[config.mk]
export PLATFORM = sky130hd
export DESIGN_NAME = array_double_ended_queue_core
export DESIGN_NICKNAME = d
export VERILOG_FILES = /design/src/rtl/adq_pkg.sv /design/src/rtl/adq_ctrl.sv /design/src/rtl/adq_dpath.sv /design/src/rtl/array_double_ended_queue_core.sv
export VERILOG_INCLUDE_DIRS = /design/src /design/src/rtl
export SDC_FILE = /design/constraint.sdc
export NUM_CORES = 1
export LEC_CHECK = 0
export CAP_MARGIN = 20
export CORE_ASPECT_RATIO = 2
export CORE_MARGIN = 8
export CORE_UTILIZATION = 36
export CTS_CLUSTER_SIZE = 8
export DETAILED_ROUTE_END_ITERATION = 6
export DONT_BUFFER_PORTS = 1
export PLACE_DENSITY = 0.5
export SLEW_MARGIN = 10
export SYNTH_ARGS = -nofsm -noshare
export SYNTH_HDL_FRONTEND = slang
export SYNTH_SLANG_ARGS = --single-unit
export TNS_END_PERCENT = 10
[constraint.sdc]
create_clock -name clk -period 6.15 [get_ports clk]
set_clock_uncertainty 0.05 [all_clocks]
set_input_delay 1.5375 -clock clk [delete_from_list [all_inputs] [get_ports clk]]
set_output_delay 1.5375 -clock clk [all_outputs]
set_load 0.01 [all_outputs]
[src/rtl/array_double_ended_queue_core_assert.svh]
// Assertion macros for the array deque core.
// Used by array_double_ended_queue_core; expects clk and rst_n in scope.
`ifndef ARRAY_DOUBLE_ENDED_QUEUE_CORE_ASSERT_SVH
`define ARRAY_DOUBLE_ENDED_QUEUE_CORE_ASSERT_SVH

// same-cycle implication
`define ADQ_ASSERT_NOW(label, ante, cons) \
    label: assert property (@(posedge clk) disable iff (!rst_n) (ante) |-> (cons)) \
        else $error("adq assertion failed");

// next-cycle implication
`define ADQ_ASSERT_NEXT(label, ante, cons) \
    label: assert property (@(posedge clk) disable iff (!rst_n) (ante) |=> (cons)) \
        else $error("adq assertion failed");

`endif

[src/rtl/adq_pkg.sv]
// Package for the array deque core: sizes, operation and status codes,
// controller states and the command struct. No dependencies.
`timescale 1ns / 1ps

package adq_pkg;

    localparam int DEPTH  = 16;
    localparam int IDX_W  = (DEPTH > 1) ? $clog2(DEPTH) : 1;
    localparam int PTR_W  = $clog2(DEPTH + 1);
    localparam int DATA_W = 32;

    typedef enum logic [1:0] {
        MODE_PUSH_REAR  = 2'd0,
        MODE_PUSH_FRONT = 2'd1,
        MODE_POP_FRONT  = 2'd2,
        MODE_POP_REAR   = 2'd3
    } mode_t;

    typedef enum logic [1:0] {
        ST_OK        = 2'd0,
        ST_REAR_FULL = 2'd1,
        ST_NO_FRONT  = 2'd2,
        ST_EMPTY     = 2'd3
    } status_t;

    typedef enum logic [1:0] {
        S_IDLE,
        S_EXEC,
        S_DONE
    } state_t;

    typedef struct packed {
        logic load;
        logic exec;
    } cmd_t;

endpackage

[src/rtl/adq_ctrl.sv]
// Controller for the array deque core: sequences capture, execute and
// result hold. Depends on adq_pkg.
`timescale 1ns / 1ps

module adq_ctrl
(
    input  logic           clk,
    input  logic           rst_n,
    input  logic           in_valid,
    output logic           in_stall,
    output logic           out_valid,
    input  logic           out_stall,
    output adq_pkg::cmd_t  cmd
);

    adq_pkg::state_t state_reg;
    adq_pkg::state_t state_next;

    always_ff @(posedge clk or negedge rst_n)
    begin
        if (!rst_n)
        begin
            state_reg <= adq_pkg::S_IDLE;
        end
        else
        begin
            state_reg <= state_next;
        end
    end

    always_comb
    begin
        state_next = state_reg;
        in_stall   = 1'b1;
        out_valid  = 1'b0;
        cmd        = '0;
        unique case (state_reg)
            adq_pkg::S_IDLE:
            begin
                in_stall = 1'b0;
                if (in_valid)
                begin
                    cmd.load   = 1'b1;
                    state_next = adq_pkg::S_EXEC;
                end
            end
            adq_pkg::S_EXEC:
            begin
                cmd.exec   = 1'b1;
                state_next = adq_pkg::S_DONE;
            end
            adq_pkg::S_DONE:
            begin
                out_valid = 1'b1;
                if (!out_stall)
                begin
                    state_next = adq_pkg::S_IDLE;
                end
            end
            default:
            begin
                state_next = adq_pkg::S_IDLE;
            end
        endcase
    end

endmodule

[src/rtl/adq_dpath.sv]
// Datapath for the array deque core: operand registers, head/tail pointers,
// storage array and result registers. Depends on adq_pkg.
`timescale 1ns / 1ps

module adq_dpath
(
    input  logic                               clk,
    input  logic                               rst_n,
    input  adq_pkg::cmd_t                      cmd,
    input  logic [1:0]                         mode,
    input  logic signed [adq_pkg::DATA_W-1:0]  push_value,
    output logic signed [adq_pkg::DATA_W-1:0]  pop_value,
    output logic [1:0]                         status
);

    localparam logic [adq_pkg::PTR_W-1:0] PTR_DEPTH = adq_pkg::PTR_W'(adq_pkg::DEPTH);
    localparam logic [adq_pkg::PTR_W-1:0] PTR_ONE   = adq_pkg::PTR_W'(1);

    adq_pkg::mode_t                op_reg;
    logic [adq_pkg::DATA_W-1:0]    val_reg;
    logic [adq_pkg::PTR_W-1:0]     head_reg;
    logic [adq_pkg::PTR_W-1:0]     head_next;
    logic [adq_pkg::PTR_W-1:0]     tail_reg;
    logic [adq_pkg::PTR_W-1:0]     tail_next;
    adq_pkg::status_t              status_reg;
    adq_pkg::status_t              status_next;
    logic                          pop_ok_reg;
    logic                          pop_ok_next;
    logic [adq_pkg::DATA_W-1:0]    rd_data_reg;

    logic [adq_pkg::DATA_W-1:0]    mem [adq_pkg::DEPTH];
    logic                          wr_en;
    logic                          rd_en;
    logic [adq_pkg::IDX_W-1:0]     wr_addr;
    logic [adq_pkg::IDX_W-1:0]     rd_addr;
    logic [adq_pkg::PTR_W-1:0]     head_dec;
    logic [adq_pkg::PTR_W-1:0]     tail_dec;
    logic                          empty;

    always_ff @(posedge clk)
    begin
        if (cmd.load)
        begin
            op_reg  <= adq_pkg::mode_t'(mode);
            val_reg <= push_value;
        end
    end

    assign empty    = (head_reg == tail_reg);
    assign head_dec = head_reg - PTR_ONE;
    assign tail_dec = tail_reg - PTR_ONE;

    always_comb
    begin
        head_next   = head_reg;
        tail_next   = tail_reg;
        status_next = adq_pkg::ST_OK;
        pop_ok_next = 1'b0;
        wr_en       = 1'b0;
        rd_en       = 1'b0;
        wr_addr     = tail_reg[adq_pkg::IDX_W-1:0];
        rd_addr     = head_reg[adq_pkg::IDX_W-1:0];
        case (op_reg)
            adq_pkg::MODE_PUSH_REAR:
            begin
                if (tail_reg >= PTR_DEPTH)
                begin
                    status_next = adq_pkg::ST_REAR_FULL;
                end
                else
                begin
                    wr_en     = 1'b1;
                    tail_next = tail_reg + PTR_ONE;
                end
            end
            adq_pkg::MODE_PUSH_FRONT:
            begin
                wr_addr = head_dec[adq_pkg::IDX_W-1:0];
                if (head_reg == '0)
                begin
                    status_next = adq_pkg::ST_NO_FRONT;
                end
                else
                begin
                    wr_en     = 1'b1;
                    head_next = head_dec;
                end
            end
            adq_pkg::MODE_POP_FRONT:
            begin
                if (empty)
                begin
                    status_next = adq_pkg::ST_EMPTY;
                end
                else
                begin
                    rd_en       = 1'b1;
                    pop_ok_next = 1'b1;
                    head_next   = head_reg + PTR_ONE;
                end
            end
            default:
            begin
                rd_addr = tail_dec[adq_pkg::IDX_W-1:0];
                if (empty)
                begin
                    status_next = adq_pkg::ST_EMPTY;
                end
                else
                begin
                    rd_en       = 1'b1;
                    pop_ok_next = 1'b1;
                    tail_next   = tail_dec;
                end
            end
        endcase
    end

    always_ff @(posedge clk or negedge rst_n)
    begin
        if (!rst_n)
        begin
            head_reg <= '0;
            tail_reg <= '0;
        end
        else if (cmd.exec)
        begin
            head_reg <= head_next;
            tail_reg <= tail_next;
        end
    end

    always_ff @(posedge clk)
    begin
        if (cmd.exec)
        begin
            status_reg <= status_next;
            pop_ok_reg <= pop_ok_next;
        end
    end

    always_ff @(posedge clk)
    begin
        if (cmd.exec && wr_en)
        begin
            mem[wr_addr] <= val_reg;
        end
        if (cmd.exec && rd_en)
        begin
            rd_data_reg <= mem[rd_addr];
        end
    end

    assign pop_value = pop_ok_reg ? rd_data_reg : '0;
    assign status    = status_reg;

endmodule

[src/rtl/array_double_ended_queue_core.sv]
// Channel | Direction | Handshake          | Payload
// in      | input     | in_valid/in_stall  | mode, push_value
// out     | output    | out_valid/out_stall| pop_value, status
//
// Each transaction runs through capture, one storage access with pointer update,
// then the result held with out_valid high until out_stall is low.
// out_valid rises once the controller steps from S_EXEC into S_DONE, and the
// result is taken when out_valid is high and out_stall is low.
// Reset clears head and tail pointers; storage is not cleared.
// A new transaction is taken only after the previous result is accepted.
// Top level of the array deque core; uses adq_pkg, adq_ctrl, adq_dpath.
`timescale 1ns / 1ps
`include "array_double_ended_queue_core_assert.svh"

module array_double_ended_queue_core
(
    input  logic                              clk,
    input  logic                              rst_n,
    input  logic                              in_valid,
    output logic                              in_stall,
    input  logic [1:0]                        mode,
    input  logic signed [adq_pkg::DATA_W-1:0] push_value,
    output logic                              out_valid,
    input  logic                              out_stall,
    output logic signed [adq_pkg::DATA_W-1:0] pop_value,
    output logic [1:0]                        status
);

    adq_pkg::cmd_t cmd;

    adq_ctrl u_ctrl
    (
        .clk       (clk),
        .rst_n     (rst_n),
        .in_valid  (in_valid),
        .in_stall  (in_stall),
        .out_valid (out_valid),
        .out_stall (out_stall),
        .cmd       (cmd)
    );

    adq_dpath u_dpath
    (
        .clk        (clk),
        .rst_n      (rst_n),
        .cmd        (cmd),
        .mode       (mode),
        .push_value (push_value),
        .pop_value  (pop_value),
        .status     (status)
    );

    `ADQ_ASSERT_NOW(a_one_in_flight, out_valid, in_stall)
    `ADQ_ASSERT_NEXT(a_accept_no_result, in_valid && !in_stall, !out_valid && in_stall)
    `ADQ_ASSERT_NOW(a_value_needs_ok, out_valid && (pop_value != '0), status == adq_pkg::ST_OK)

endmodule
==> flow_summary_export.csv, run 1 <==
group,metric,value,unit
floorplan,fp.dieW,197,um
drt,drt-wirelength-per-cell,25.6,um
setup_path,arrival,4260,ps
global_route,antenna_found_initial,2,
floorplan,core-area,0.0654,mm^2
drt,via_count,12564,
yosys,ys_async_sr_fraction,0.0202,
final_layout,syn2layout_area_growth,13.5,%
global_route,busiest_layer,"met2",
yosys,synthTopCellsByArea,"edfxtp_1 74%, a211oi_1 8.1%, mux2i_1 5.4%",
sta,fin_ws,2180,ps
global_route,grt_max_degree,257,
pwr,finalPower,12.6,mW
floorplan,io_pins,74,
sta,worst_pin_slew,1230,ps
setup_path,worst_setup_path_start_kind,"flip-flop",
yosys,yosys_warnings,0,
sta,timing.final.crit_share,0.645,
clocking,clockBufferDepth,3,
final_layout,finalNetCount,1468,
final_layout,drive_gt1_frac,0.114,
floorplan,die_h,379,um
placed_design,dp_slack,2180,ps
final_layout,largest_reg_flops,512,
yosys,synth_top_family_by_area,"compound AO/OA/AOI/OAI gates",
clocking,cts_inserted_buffers,84,
yosys,synth_area,0.0237,mm^2
yosys,syn_avg_cell_area,16.8,um^2
yosys,netlist_top_cells_count,"581 x edfxtp_1, 256 x a211oi_1, 128 x mux2i_1",
clocking,root_buffer,"clkbuf_16",
pwr,power_density,467,mW/mm^2
setup_path,end_kind,"flip-flop",
pwr,power_leakage,8.89,nW
yosys,synth_cell_types,46,
yosys,synth_compound_area_frac,0.0866,
yosys,synth_top_area_cell,"edfxtp_1",
global_route,met1_usage,0.199,
floorplan,dieArea,0.0747,mm^2
sta,finalSetupViolCount,0,
yosys,synthXorXnorAreaFrac,0.00666,
clocking,post_cts_resized,0,
clocking,cts_tree,"yes",
sta,slew_headroom,0.182,
yosys,synth.area.mux_share,0.0551,
floorplan,start_util,0.362,
yosys,synth_cells,1412,
setup_path,critPathMaxFanout,74,
run,max_cap_violations,0,
clocking,cts.sinks,593,
setup_path,critPathRequiredTime,6440,ps
clocking,post-cts-setup-buffers,0,
pwr,combPwrFrac,0.260,
pwr,seq_power_share,0.417,
pwr,p_int,8.57,mW
setup_path,crit_type,"reg -> reg",
worst_hold_path,worstHoldPathType,"reg -> reg",
final_layout,filler_cell_count,5839,
clocking,cts.clk_slew.worst_paths,50,ps
placed_design,dp_hpwl,30.4,mm
global_route,grt_pass1_vias,13117,
sta,grt_setup_unrepaired,"false",
pwr,peakVddDrop,0.631,mV
sta,final_hold_viol_count,0,
yosys,synthAdderAreaFrac,0.00423,
placed_design,place.gp.congestion,0.739,
pwr,power_frac_clock,0.323,
sta,finalSetupTns,0,ps
clocking,cts_max_level,3,
pwr,swShare,0.318,
placed_design,port_buffers,0,
yosys,yosysMostFrequentCell,"edfxtp_1",
drt,drtAntennaViolNets,0,
yosys,yosysSeqAreaShare,0.750,
floorplan,fp-row-count,133,
run_status,status,"complete, no violations",
clocking,postCtsHoldBufs,0,
pwr,p_sw,3.99,mW
global_route,grt_use_met2,0.270,
global_route,grt_overflow,0,
sta,clock.fmax,0.252,GHz
sta,slew_violations,0,
drt,viasPerCell,5.43,
drt,drc,0,
yosys,synthSimpleGateAreaFrac,0.0687,
global_route,track_usage,0.158,
global_route,use_met3,0.0278,
yosys,synth_ff_type,"edfxtp_1",
sta,period_needed,3970,ps
drt,first_pass_iters,5,
yosys,synth-edff-count,581,
yosys,ys_ff_latch,593,
drt,totalWireLength,59.1,mm
yosys,syn_nets,1458,
drt,first_iter_violations,816,
clocking,clk-insertion-delay-late,610,ps
yosys,synth_top_area_frac,0.737,
global_route,grt_pass1_wl,87.2,mm
## layout make-up
class | instances | area [um^2] | share of cell area
flip-flops and latches | 593 | 17700 | 0.661
inverters | 10 | 37.5 | 0.00140
clock inverters | 5 | 58.8 | 0.00219
clock buffers | 93 | 2200 | 0.0819
multi-input cells | 702 | 5400 | 0.201
repair buffers | 31 | 320 | 0.0119
well taps | 877 | 1100 | 0.0408
diodes | 1 | 2.50 | 0.0000931
## through the flow
step / cell area, um^2 / cells / hold slack, ps / utilization
floorplan: 23700 / 1412 / 427 / -
global placement: 24600 / 2211 / 464 / 0.376
detailed placement: 24600 / 2213 / 471 / 0.376
CTS: 26900 / 2311 / 483 / 0.411
global route: 26900 / 2311 / 520 / 0.411
finish: 26900 / 2312 / 479 / 0.411
## routing by layer
layer,vias to the layer above,part of all wire
met5,-,0.00022
met4,2,0.022
met3,97,0.044
met2,323,0.50
met1,6457,0.43
li1,5685,-
## critical path, stage by stage, from the launching register on
cell and delay, ps:
edfxtp_1 410, ha_1 370, nand2b_4 590, nand2_4 750
buf_4 520, mux2i_1 250, a211oi_1 100, or4_1 580
## placed cells by master, fill, tap and decap left out, types with 5 or more instances in the layout
master,netlist,layout
clkbuf_16,0,87
nor3_1,6,6
and2_1,33,33
and3_1,118,118
buf_4,7,24
dfrtp_1,12,12
a211oi_1,256,256
ha_1,8,8
clkbuf_1,49,6
nor2_1,28,11
inv_1,10,10
xnor2_1,13,13
xor2_1,5,5
buf_12,0,7
a21oi_1,6,5
nor2_4,0,17
and3_2,10,10
edfxtp_1,581,581
mux2i_1,128,128
nand2_1,22,21
o21ai_0,7,7
or4_1,32,32
## worst paths after layout
kind                                          start                 endpoint  slack, ps  cells after the start
worst max-delay path              u_dpath.op_reg[0]  u_dpath.rd_data_reg[20]       2180                      7
worst min-delay path            u_dpath.head_reg[4]      u_dpath.head_reg[4]        480                      1
worst max register to register    u_dpath.op_reg[0]  u_dpath.rd_data_reg[20]       2180                      7
worst min register to register  u_dpath.head_reg[4]      u_dpath.head_reg[4]        480                      1
max in group asynchronous                     rst_n      u_dpath.tail_reg[1]       5400                      0
min in group asynchronous                     rst_n      u_dpath.tail_reg[4]        570                      0
## power by group through the flow
stage / clock [mW] / combinational [mW] / sequential [mW]
floorplan: 0 / 2.52 / 5.16
CTS: 4.15 / 3.30 / 5.24
global route: 4.31 / 3.54 / 5.27
finish: 4.06 / 3.26 / 5.24
global placement: 0 / 3.24 / 5.29
detailed placement: 0 / 3.29 / 5.31
## cells by family after synthesis
| group | Yosys count |
|---|---|
| DFF | 593 |
| AOI/OAI and AO/OA | 277 |
| and+or+nand+nor | 269 |
| muxes | 130 |
| buffers and inverters | 117 |
| xor gates and xnor gates | 18 |
| adders and majority gates | 8 |
No activity file was read; power rests on OpenSTA's default activity.
==> inputs of run 2 (changes only) <==
- clock period: 6.15 -> 3.7 ns (I/O delays scaled with it)
==> run 2 against run 1 <==
Net effect: flip-flop and latch count stayed put; sequential power increased by 66%; final area increased by 1.5%; first-iteration DRC count increased by 2.3%; largest power group unchanged; critical path depth down 1; worst setup slack lost 1700 ps.
==> flow_summary_export.csv, run 2 (synthesis gave the netlist of run 1 again) <==
group,metric,value,unit
pwr,power_density,778,mW/mm^2
placed_design,port_buffers,0,
clocking,cts_inserted_buffers,84,
setup_path,arrival,3560,ps
setup_path,critPathRequiredTime,4010,ps
global_route,antenna_found_initial,3,
sta,finalSetupTns,0,ps
pwr,peakVddDrop,0.493,mV
floorplan,fp.dieW,197,um
floorplan,io_pins,74,
final_layout,final_common_cell,"edfxtp_1",
sta,timing.final.crit_share,0.880,
global_route,grt_max_degree,129,
pwr,power_leakage,9.07,nW
clocking,cts.clk_slew.worst_paths,60,ps
setup_path,path_cells,"inv_1 > ha_1 > a21oi_4 > buf_12 > a211oi_1 > or4_1",
sta,fin_hold_ws,344,ps
setup_path,critPathMaxFanout,85,
final_layout,largest_reg_flops,512,
worst_hold_path,worstHoldPathType,"in -> reg",
sta,worst_pin_slew,910,ps
clocking,root_buffer,"clkbuf_16",
setup_path,crit_slowest_cell,"a21oi_4",
final_layout,drive_gt1_frac,0.131,
global_route,grt_overflow,0,
sta,period_needed,3260,ps
clocking,cts_max_level,3,
drt,drc,0,
global_route,track_usage,0.162,
run,max_cap_violations,0,
final_layout,mostFrequentLayoutCells,"581 x edfxtp_1, 256 x a211oi_1, 128 x mux2i_1",
clocking,post-cts-setup-buffers,0,
floorplan,fp-row-count,133,
sta,clock.fmax,0.307,GHz
floorplan,core-area,0.0654,mm^2
sta,final_hold_viol_count,0,
drt,drt-wirelength-per-cell,25.7,um
drt,first_iter_violations,835,
setup_path,crit_type,"reg -> reg",
global_route,grt_pass1_wl,89.4,mm
placed_design,place.gp.congestion,0.771,
sta,fin_ws,442,ps
clocking,clockBufferDepth,3,
clocking,clk-insertion-delay-late,610,ps
setup_path,worst_setup_path_start_kind,"flip-flop",
drt,totalWireLength,60.2,mm
final_layout,finalNetCount,1496,
clocking,post_cts_resized,0,
drt,viasPerCell,5.45,
final_layout,fin_util,0.417,
sta,slew_headroom,0.392,
global_route,grt_pass1_vias,13417,
sta,finalSetupViolCount,0,
drt,first_pass_iters,5,
setup_path,end_kind,"flip-flop",
floorplan,dieArea,0.0747,mm^2
placed_design,dp_slack,496,ps
drt,via_count,12750,
drt,drtAntennaViolNets,0,
floorplan,start_util,0.362,
sta,slew_violations,0,
clocking,postCtsHoldBufs,1,
placed_design,dp_hpwl,31.8,mm
floorplan,die_h,379,um
clocking,cts_tree,"yes",
setup_path,slowest_delay,740,ps
clocking,cts.sinks,593,
final_layout,syn2layout_area_growth,15.2,%
sta,grt_setup_unrepaired,"false",
run_status,status,"complete, no violations",
[run 2: per-layer routing]
metal / GRT usage / vias up / share of wire
met2: 0.284 / 308 / 0.52
met1: 0.201 / 6618 / 0.42
li1: - / 5739 / -
met5: 0 / - / 0
met4: 0.0544 / 0 / 0.022
met3: 0.0250 / 85 / 0.041
[run 2: through the flow]
stage          instances  area (um^2)  power [mW]
2_1_floorplan       1412        23700        12.8
3_3_place_gp        2240        25000        14.5
3_5_place_dp        2240        25000        14.6
4_1_cts             2339        27300        21.5
5_1_grt             2339        27300        22.2
6_report            2340        27300        21.2
[run 2: worst paths after layout]
| path | startpoint | to | slack (ps) | depth (start not counted) |
|---|---|---|---|---|
| hold / removal | push_value[13] | u_dpath.val_reg[13] | 340 | 0 |
| min in group asynchronous | rst_n | u_dpath.head_reg[3] | 710 | 1 |
| setup / recovery | u_dpath.tail_reg[0] | u_dpath.rd_data_reg[13] | 440 | 6 |
| max in group asynchronous | rst_n | u_dpath.head_reg[0] | 2480 | 1 |
| hold reg to reg | u_dpath.head_reg[4] | u_dpath.head_reg[4] | 470 | 1 |
| setup reg to reg | u_dpath.tail_reg[0] | u_dpath.rd_data_reg[13] | 440 | 6 |
[run 2: layout make-up]
cell class                      count  area [um^2]
Antenna cell                        1         2.50
Timing Repair Buffer               59          708
Clock buffer                       91         2150
Inverter                           10         37.5
Sequential cell                   593        17700
Clock inverter                      7          116
Tap cell                          877         1100
Fill cell                        5802        38100
Multi-Input combinational cell    702         5410
[run 2: worst max-delay path: cells and delay by family, from the launching register on]
kind / cells / cell delay (ps)
flops: 1 / 500
simple gates: 1 / 550
compound gates: 2 / 870
fa+ha+maj: 1 / 380
buf+inv: 2 / 520
[run 2: report_power, final]
group,leakage [nW],switching (mW),internal (mW),total (mW)
Clock,1.11,2.67,4.07,6.74
Sequential,5.39,0.485,8.22,8.70
Combinational,2.57,3.63,2.14,5.77
==> inputs of run 3 (changes only) <==
--- a/config.mk
+++ b/config.mk
@@ -16,2 +16,3 @@
 export PLACE_DENSITY = 0.5
+export SKIP_LAST_GASP = 1
 export SLEW_MARGIN = 10
==> constraint.sdc (replaced) <==
create_clock -name clk -period 3.7 [get_ports clk]
set_clock_uncertainty 0.05 [all_clocks]
set_input_delay 0.74 -clock clk [delete_from_list [all_inputs] [get_ports clk]]
set_output_delay 0.74 -clock clk [all_outputs]
set_load 0.01 [all_outputs]
==> run 3 against run 2 <==
Net effect: maximum frequency rose by 0.79%; critical path depth stayed put; clock power down 0.9%; power shrank 0.46%; flip-flop and latch count stayed put; global-route usage hardly changed; via count barely moved; highest routed layer unchanged.
==> flow_summary_export.csv, run 3 (synthesis gave the netlist of run 1 again) <==
group,metric,value,unit
pwr,finalPower,21.1,mW
pwr,power_leakage,9.05,nW
clocking,clk-insertion-delay-late,610,ps
clocking,cts_inserted_buffers,84,
final_layout,filler_cell_count,5848,
floorplan,die_h,379,um
drt,drc,0,
drt,totalWireLength,60.1,mm
drt,viasPerCell,5.45,
clocking,cts.clk_slew.worst_paths,50,ps
global_route,antenna_found_initial,1,
floorplan,fp.dieW,197,um
floorplan,io_pins,74,
drt,via_count,12744,
floorplan,fp-row-count,133,
sta,slew_headroom,0.397,
sta,grt_setup_unrepaired,"false",
global_route,grt_overflow,0,
clocking,cts.sinks,593,
sta,finalSetupViolCount,0,
sta,slew_violations,0,
run_status,status,"complete, no violations",
setup_path,path_cells,"inv_1 > ha_1 > a21oi_4 > buf_12 > a211oi_1 > or4_1",
worst_hold_path,holdPathStages,0,
clocking,clockBufferDepth,3,
sta,final_hold_viol_count,0,
run,max_cap_violations,0,
setup_path,slowest_delay,710,ps
global_route,grt_max_degree,129,
sta,clock.fmax,0.309,GHz
setup_path,crit_slowest_cell,"a21oi_4",
floorplan,dieArea,0.0747,mm^2
setup_path,crit_type,"reg -> reg",
setup_path,critPathRequiredTime,3980,ps
sta,finalSetupTns,0,ps
final_layout,syn2layout_area_growth,15.0,%
worst_hold_path,worstHoldPathType,"in -> reg",
drt,drtAntennaViolNets,0,
clocking,post-cts-setup-buffers,0,
setup_path,arrival,3520,ps
sta,period_needed,3230,ps
sta,worst_pin_slew,904,ps
floorplan,start_util,0.362,
sta,timing.final.crit_share,0.874,
clocking,cts_max_level,3,
drt,drt-wirelength-per-cell,25.7,um
setup_path,end_kind,"flip-flop",
setup_path,reg2reg_depth,6,
setup_path,worst_setup_path_start_kind,"flip-flop",
final_layout,mostFrequentLayoutCells,"581 x edfxtp_1, 256 x a211oi_1, 128 x mux2i_1",
global_route,grt_pass1_wl,89.1,mm
drt,first_iter_violations,923,
placed_design,port_buffers,0,
drt,first_pass_iters,5,
floorplan,core-area,0.0654,mm^2
final_layout,final_common_cell,"edfxtp_1",
pwr,peakVddDrop,0.472,mV
placed_design,place.gp.congestion,0.774,
placed_design,dp_hpwl,31.5,mm
pwr,power_density,775,mW/mm^2
final_layout,finalNetCount,1496,
global_route,track_usage,0.162,
final_layout,drive_gt1_frac,0.130,
clocking,cts_tree,"yes",
final_layout,largest_reg_flops,512,
setup_path,critPathMaxFanout,85,
global_route,grt_pass1_vias,13340,
clocking,root_buffer,"clkbuf_16",
==> run 3: changes by cell type in the layout (fill, tap and decap cells not counted), sizes merged <==
cell,previous run,this run
clkinv,5,3
inv,12,13
==> run 3: power breakdown <==
group	internal (mW)	leakage (nW)	total, mW	switching [mW]
Clock	4.05	1.09	6.68	2.63
Combinational	2.14	2.57	5.72	3.58
Sequential	8.22	5.39	8.71	0.495
==> run 3: worst max-delay path: cells and delay by family, from the launching register on <==
family | cells | cell delay, ps
AO/OA/AOI/OAI | 2 | 840
buffers and inverters | 2 | 520
AND/OR/NAND/NOR | 1 | 550
flip-flops | 1 | 500
adder cells (fa/ha/maj) | 1 | 370
==> run 3: area by class of cell <==
class                   count  area [um^2]  area share
well taps                 877         1100      0.0403
diodes                      1         2.50   0.0000919
clock inverters             6         67.6     0.00248
repair buffers             59          708      0.0260
flip-flops and latches    593        17700       0.652
inverters                  10         37.5     0.00138
clock buffers              91         2150      0.0790
multi-input cells         702         5410       0.199
==> run 3: path summary, 6_finish.rpt <==
path | start | end | slack [ps]
min in group asynchronous | rst_n | u_dpath.head_reg[3] | 520
setup reg to reg | u_dpath.tail_reg[0] | u_dpath.rd_data_reg[13] | 470
max in group asynchronous | rst_n | u_ctrl.state_reg[1] | 2680
hold / removal | push_value[1] | u_dpath.val_reg[1] | 170
setup / recovery | u_dpath.tail_reg[0] | u_dpath.rd_data_reg[13] | 470
hold reg to reg | u_dpath.head_reg[4] | u_dpath.head_reg[4] | 480
==> run 3: routing by layer <==
layer,vias to the layer above,wire length [um],GRT usage
met1,6572,25400,0.201
met2,331,31000,0.284
met3,96,2480,0.0246
li1,5745,-,-
met5,-,0,0
met4,0,1210,0.0533
==> run 3: repair_timing <==
item                                    4_1_cts  5_1_grt
endpoints found under the setup margin        0        0
hold endpoints to repair                     12        0
gates resized for setup                       0        0
hold buffers                                  1        0
==> run 3: through the flow <==
| step | area (um^2) | setup slack, ps | instances | util | hold slack (ps) |
|---|---|---|---|---|---|
| floorplan | 23700 | 305 | 1412 | - | 394 |
| global placement | 25000 | 612 | 2240 | 0.382 | 395 |
| detailed placement | 25000 | 510 | 2240 | 0.382 | 395 |
| CTS | 27200 | 515 | 2338 | 0.416 | 130 |
| global route | 27200 | 325 | 2338 | 0.416 | 145 |
| finish | 27200 | 468 | 2339 | 0.416 | 171 |
